$ cat src/hdl/e2q_pkg.sv
// ----------------------------------------------------------------------------
// e2q_pkg
// Shared types, constants and tables for the Euler-to-quaternion core.
// ----------------------------------------------------------------------------
package e2q_pkg;

  localparam int ANGLE_W    = 18;
  localparam int TRIG_W     = 32;
  localparam int ZW         = 33;
  localparam int ATAN_N     = 24;
  localparam int PHASE_DIV  = 45;
  localparam int FRAC_W     = 20;
  localparam int LANE_LAT   = 4;
  localparam int MERGE_LAT  = 6;

  localparam logic [ANGLE_W:0] HALF_TURN = 19'd184320;
  localparam logic [18:0]      RECIP_45  = 19'd372828;
  localparam logic signed [TRIG_W-1:0] CORDIC_GAIN = 32'sd652032874;

  typedef logic signed [TRIG_W-1:0] trig_t;

  typedef struct packed {
    trig_t c;
    trig_t s;
  } sincos_t;

  typedef logic [31:0] atan_tbl_t [ATAN_N];
  localparam atan_tbl_t ATAN_TBL = '{
    32'd536870912, 32'd316933406, 32'd167458907, 32'd85004756, 32'd42667331,
    32'd21354465, 32'd10679838, 32'd5340245, 32'd2670163, 32'd1335087,
    32'd667544, 32'd333772, 32'd166886, 32'd83443, 32'd41722, 32'd20861,
    32'd10430, 32'd5215, 32'd2608, 32'd1304, 32'd652, 32'd326, 32'd163, 32'd81
  };

  typedef logic [FRAC_W-1:0] frac_tbl_t [64];

  function automatic frac_tbl_t build_frac();
    frac_tbl_t t;
    longint v;
    for (int r = 0; r < 64; r++) begin
      if (r < PHASE_DIV) begin
        v = ((longint'(r) << 20) + 22) / PHASE_DIV;
        t[r] = v[FRAC_W-1:0];
      end else begin
        t[r] = '0;
      end
    end
    return t;
  endfunction

  localparam frac_tbl_t FRAC_TBL = build_frac();

endpackage

$ cat src/hdl/e2q_lane.sv
// ----------------------------------------------------------------------------
// e2q_lane
// One angle lane: half-angle phase reduction, quadrant fold and a pipelined
// rotation-mode CORDIC giving cosine and sine in Q2.30.
// ----------------------------------------------------------------------------
module e2q_lane import e2q_pkg::*; #(
  parameter int RUN = 16
) (
  input  logic                      clk,
  input  logic signed [ANGLE_W-1:0] angle,
  output sincos_t                   sc
);

  logic [ANGLE_W-1:0] u_1;
  logic [11:0]        q_1;
  logic [11:0]        q_2;
  logic [5:0]         r_2;
  logic [ANGLE_W-1:0] u_c;
  logic [36:0]        prod_c;
  logic [17:0]        m45_c;
  logic [31:0]        ph_c;
  logic [ZW-1:0]      z_c;
  logic               neg_c;

  logic signed [TRIG_W-1:0] cx [RUN+1];
  logic signed [TRIG_W-1:0] cy [RUN+1];
  logic signed [ZW-1:0]     cz [RUN+1];
  logic                     cn [RUN+1];

  always_comb begin
    logic [ANGLE_W:0] t;
    t      = {angle[ANGLE_W-1], angle} + HALF_TURN;
    u_c    = angle[ANGLE_W-1] ? t[ANGLE_W-1:0] : angle;
    prod_c = u_c * RECIP_45;
  end

  always_ff @(posedge clk) begin
    u_1 <= u_c;
    q_1 <= prod_c[35:24];
  end

  always_comb begin
    m45_c = ({6'd0, q_1} << 5) + ({6'd0, q_1} << 3) + ({6'd0, q_1} << 2) + {6'd0, q_1};
  end

  always_ff @(posedge clk) begin
    q_2 <= q_1;
    r_2 <= 6'(u_1 - m45_c);
  end

  always_comb begin
    ph_c  = {q_2, FRAC_TBL[r_2]};
    neg_c = 1'b0;
    z_c   = {ph_c[31], ph_c};
    if ((!ph_c[31] && ph_c > 32'h4000_0000) ||
        (ph_c[31] && ph_c < 32'hC000_0000)) begin
      neg_c = 1'b1;
      z_c   = {~ph_c[31], ~ph_c[31], ph_c[30:0]};
    end
  end

  always_ff @(posedge clk) begin
    cx[0] <= CORDIC_GAIN;
    cy[0] <= '0;
    cz[0] <= z_c;
    cn[0] <= neg_c;
  end

  for (genvar i = 0; i < RUN; i++) begin : g_stage
    logic signed [ZW-1:0] at;
    assign at = $signed({1'b0, ATAN_TBL[i]});
    always_ff @(posedge clk) begin
      if (!cz[i][ZW-1]) begin
        cx[i+1] <= cx[i] - (cy[i] >>> i);
        cy[i+1] <= cy[i] + (cx[i] >>> i);
        cz[i+1] <= cz[i] - at;
      end else begin
        cx[i+1] <= cx[i] + (cy[i] >>> i);
        cy[i+1] <= cy[i] - (cx[i] >>> i);
        cz[i+1] <= cz[i] + at;
      end
      cn[i+1] <= cn[i];
    end
  end

  always_ff @(posedge clk) begin
    sc.c <= cn[RUN] ? -cx[RUN] : cx[RUN];
    sc.s <= cn[RUN] ? -cy[RUN] : cy[RUN];
  end

endmodule

$ cat config.mk
export PLATFORM = sky130hd
export DESIGN_NAME = e2q_lane
export DESIGN_NICKNAME = d
export VERILOG_FILES = /design/src/hdl/e2q_pkg.sv /design/src/hdl/e2q_lane.sv
export SDC_FILE = /design/constraint.sdc
export NUM_CORES = 2
export LEC_CHECK = 0
export ABC_CLOCK_PERIOD_IN_PS = 12500
export BUFFER_PORTS_ARGS = -buffer_cell sky130_fd_sc_hd__buf_4
export CORE_MARGIN = 3
export CORE_UTILIZATION = 40
export CTS_CLUSTER_SIZE = 14
export DETAILED_ROUTE_END_ITERATION = 12
export GPL_TIMING_DRIVEN = 0
export PLACE_DENSITY = 0.62
export SLEW_MARGIN = 10
export SYNTH_ARGS = -nofsm -noshare
export SYNTH_HDL_FRONTEND = slang
export SYNTH_SLANG_ARGS = --single-unit
$ cat constraint.sdc
create_clock -name clk -period 12.5 [get_ports clk]
set_clock_uncertainty 0.05 [all_clocks]
set_input_delay 1.25 -clock clk [delete_from_list [all_inputs] [get_ports clk]]
set_output_delay 1.25 -clock clk [all_outputs]
set_load 0.02 [all_outputs]
======== Word-level counts from Yosys, hierarchy flattened ========
Memory sizes are Yosys's and may differ from the RTL's.
Index checks and enable logic that the tools add are counted.
storage, ports and cells
  ROM bits ................................ 1280
  memory bits (writable) .................. 1666
  memories kept ........................... 5
  word-level logic and storage cells ...... 258
  bits of input ports ..................... 19
  register bits after elaboration ......... 100
cells by class
  order comparisons ....................... 3
  reduce and logical (&&, ||, !) cells .... 4
  mux-type cells .......................... 87
  bitwise logic cells ..................... 50
  $mul .................................... 1
  add/sub/neg operators ................... 102
memory list
  name              words  width  read ports  clocked after memory_dff  write ports  RTL line        RTL
  (name not given)  64     20     1           0                         0            e2q_lane.sv:52  ph_c = {q_2, FRAC_TBL[r_2]};
  cz                17     33     16          0                         17           e2q_lane.sv:27  logic signed [ZW-1:0] cz [RUN+1];
  cx                17     32     17          0                         17           e2q_lane.sv:25  logic signed [TRIG_W-1:0] cx [RUN+1];
  cy                17     32     17          0                         17           e2q_lane.sv:26  logic signed [TRIG_W-1:0] cy [RUN+1];
  cn                17     1      17          0                         17           e2q_lane.sv:28  logic cn [RUN+1];
operator list
  cell              number
  $mux 32           34
  $mux 33           17
  $add 32x17->32    2
  $add 32x18->32    2
  $add 32x19->32    2
  $add 32x20->32    2
  $add 32x21->32    2
  $add 32x22->32    2
  $add 32x23->32    2
  $add 32x24->32    2
  $add 32x25->32    2
  $add 32x26->32    2
  $add 32x27->32    2
  $add 32x28->32    2
  $add 32x29->32    2
  $add 32x30->32    2
  $add 32x31->32    2
  $neg 32->32       2
  $sub 32x17->32    2
  $sub 32x18->32    2
  $sub 32x19->32    2
  $sub 32x20->32    2
  $sub 32x21->32    2
  $sub 32x22->32    2
  other kinds (59)  152

======== Depth between registers and ports, before layout ========
  word-level depth ........................ 8
  depth in mapped cells ................... 23
  mapped depth without buffers ............ 23

======== Worst setup path before layout ========
No wires, ideal clock.
  path kind ............................... input -> register
  start ................................... input port angle[12]
  end ..................................... register q_1[11]
  data required time ...................... 12.329 ns
  path slack .............................. 5.960 ns
  stages on the path ...................... 22
  setup time .............................. 0.121 ns
  buffers on the path ..................... 0
  arrival time ............................ 6.369 ns
  path through ............................ ha_1 > o31ai_1 > xnor2_1 > inv_1 > fa_1 > inv_1 > fa_1 > fa_1 > inv_1 > fa_1 > inv_1 > ha_1 > a21oi_1 > o21ai_0 > a2111oi_0 > a21o_1 > o21ai_1 > a41oi_1 > o31ai_1 > nor3_1 > o21bai_1 > xnor2_1
on the way
  longest elaborated chain between the ends .. 3
ends and longest elaborated chain
  what                    RTL line        RTL
  start: declaration      e2q_lane.sv:10  input logic signed [ANGLE_W-1:0] angle,
  $add 18x18->18          e2q_lane.sv:32  t = {angle[ANGLE_W-1], angle} + HALF_TURN;
  $mux 18 (*)             e2q_lane.sv:33  u_c = angle[ANGLE_W-1] ? t[ANGLE_W-1:0] : angle;
  $mul 18x17->34 (*)      e2q_lane.sv:34  prod_c = u_c * RECIP_45;
  via prod_c[35]          e2q_lane.sv:19  logic [36:0] prod_c;
  end signal: assignment  e2q_lane.sv:39  q_1 <= prod_c[35:24];
  end: declaration        e2q_lane.sv:15  logic [11:0] q_1;
Mark *: on every way through the listed nets, which the timed path passes. The rest lies on a longest branch.

======== Worst setup path after layout ========
Same ends and word-level chain as after synthesis.

==> flow_summary.toml <==
[run_status]
status = "finished, final reports clean"

[placement]
dp_hpwl_um = 238000
gp_congestion = 0.919
io_buffer_count = 82

[sta]
hold_viol_final = 0
fin_crit_ns = 7.15
maxSlewHeadroom_pct = 17.3
slew_viol_final = 0
fin_setup_tns_ns = 0
fmax_mhz = 140
rsz0062_at_grt = "no"
setup_viol = 0
worstMarginPinSlew_ns = 1.23
fin_crit_sh_pct = 57.2

[route]
viasPerCell = 5.33
drc = 0
drtPass1Iterations = 8
drt_wl_total_um = 292000
vias = 93100
antenna_left = 0
post_drt_wl_per_cell_um = 16.7
drt_iter0_markers = 5245

[clock_tree]
ctsResizeCount = 0
cts_made_buffers = 182
htree_num_levels = 4
root_buffer = "clkbuf_16"
clk_pin_slew_ns = 0.06
holdBufCountCts = 0
tritoncts = "done"
post-cts-setup-buffer-count = 0
clock_latency_ns = 0.85
clk_path_buf_depth = 4
cts_sinks = 1541

[yosys]
synth_edf_count = 0
syn_area_um2 = 114000
dominantRegCellSynth = "dfxtp_1"
synth_common_cells = "dfxtp_1, ha_1, a21oi_1"
synth.most_common_cell = "dfxtp_1"
synthArstFlopShare_pct = 0
yosys-top-cells-area = "dfxtp_1, ha_1, xnor2_1, a21oi_1, xor2_1"
synth_fp_nets = 14900
yosys.area.top_type = "dfxtp_1"
yosys_warnings = 0
yosysUniqueCellTypes = 102
netlist_instances = 13300
syn_avg_cell_area_um2 = 8.56
synth_top_area_share_pct = 27.1
synth_seq_cells = 1541
synth-seq-area-share_pct = 27.1

[finish]
nNetsFinal = 15200
drive_above_1_share_pct = 4.00
syn2layout_area_growth_pct = 10.4

[floorplan]
core_um2 = 283000
ioPinCount = 83
die_y_um = 540
die_w_um = 540
start_util_pct = 40.3
rows = 195
dieArea_um2 = 291000

[worst_setup_path]
endpoint_kind = "flop"
cp-startpoint = "angle[12]"
crit_chain = "buf_4 -> ha_1 -> o31ai_1 -> xnor2_1 -> inv_1 -> fa_1 -> inv_1 -> fa_1 -> fa_1 -> inv_1 -> fa_1 -> inv_1 -> ha_1 -> a21oi_1 -> o21ai_0 -> o32ai_1 -> a21o_1 -> o21ai_1 -> a41oi_1 -> o31ai_1 -> nor3_1 -> o21bai_1 -> xnor2_1"
path_class = "input pin to flop"
rr_worst_depth = 16
path_max_fanout = 6
r2r-end = "cx[3][31]"
crit_end = "q_1[11]"
critPathRequiredTime_ns = 13.20
cp_slowest_cell = "xnor2_1"
r2r_slack_ns = 5.95
worstPathArrival_ns = 7.85
cp_slowest_stage_delay_ns = 0.83
r2r-start = "cz[2][32]"
cp-start-kind = "input pin"

[global_route]
antenna_found_initial = 4
grt_max_degree = 32
grt_overflow = 0
grt_pass1_vias = 88700
grt_pass1_wl_um = 466000
grt_usage_pct = 19.3

[flow_run]
drv_cap = 0

[worst_hold_path]
worstHoldPathType = "flop to flop"
## stage by stage
| step | hold slack [ns] | util, % | std cells | cell area (um^2) | worst slack [ns] |
|---|---|---|---|---|---|
| finish | 0.275 | 44.5 | 17500 | 126000 | 5.35 |
| floorplan | 0.260 | - | 13300 | 114000 | 5.96 |
| global route | 0.280 | 44.5 | 17500 | 126000 | 4.92 |
| global placement | 0.260 | 42.2 | 17100 | 119000 | 4.55 |
| detailed placement | 0.262 | 42.2 | 17100 | 119000 | 4.48 |
| CTS | 0.276 | 44.5 | 17500 | 126000 | 5.39 |
## layout by cell type, fill, tap and decap left out, types with 41 or more instances in the layout
master,n
a2111oi_0,41
a211oi_1,114
a21o_1,625
a21oi_1,1406
a31oi_1,133
and2_1,66
and3_1,141
buf_4,82
clkbuf_1,189
clkbuf_16,184
dfxtp_1,1541
fa_1,143
ha_1,1467
inv_1,729
mux2_2,51
mux2i_1,59
nand2_1,615
nand2b_1,210
nand3_1,223
nand4_1,84
nor2_1,1126
nor2b_1,183
nor3_1,329
nor4_1,85
o211ai_1,89
o21a_1,175
o21ai_0,579
o21bai_1,193
o31ai_1,96
o41ai_1,45
or3_1,98
or4_1,44
xnor2_1,1216
xor2_1,594
## cell type report
class                   count  area [um^2]
fillers                 27800       157000
clock buffers             226         5000
clock inverters            97         1430
inverters                 735         2760
well taps                3743         4680
plain buffers             210          792
multi-input cells       10800        79600
flip-flops and latches   1541        30800
repair buffers             85          683
diodes                      5         12.5
## flip-flops by register name, summed over array words and instances (netlist names)
signal,flops
q_2,12
cz,487
cx,456
cn,17
r_2,6
cy,481
sc,64
u_1,6
q_1,12
## logic make-up after synthesis
kind of cell	after synthesis	share of synthesized area [%]
muxes	111	1.03
DFF	1541	27.1
buffers and inverters	945	3.12
AOI/OAI and AO/OA	3895	21.6
adders and majority gates	1610	18.6
and+or+nand+nor	3392	14.6
xor gates and xnor gates	1812	13.9
## worst max-delay path, delay by kind of cell
family / cells / cell delay, ns
AO/OA/AOI/OAI: 9 / 2.21
XOR/XNOR: 2 / 1.02
adder cells (fa/ha/maj): 6 / 2.64
AND/OR/NAND/NOR: 1 / 0.13
buffers and inverters: 5 / 0.58
## worst min path at each step
stage | cells after the start | endpoint | start
2_1_floorplan | 0 | cn[0][10] | cn[0][9]
6_report | 0 | cz[1][11] | cz[0][11]
3_3_place_gp | 0 | cz[1][20] | cz[0][20]
5_1_grt | 0 | q_2[6] | q_1[6]
3_5_place_dp | 0 | cn[0][11] | cn[0][10]
4_1_cts | 0 | cz[1][27] | cz[0][27]
## layer usage
metal	wire length (um)	GRT usage, %	up-vias	share of wire [%]
met2	139000	33.9	1760	48
li1	-	-	48200	-
met3	10600	1.96	529	3.6
met5	0	0	-	0
met4	11500	7.22	0	3.9
met1	131000	24.2	42600	45
Power is not shown: default switching activity piles up to over one toggle a cycle in this logic, so the estimate is an artifact.
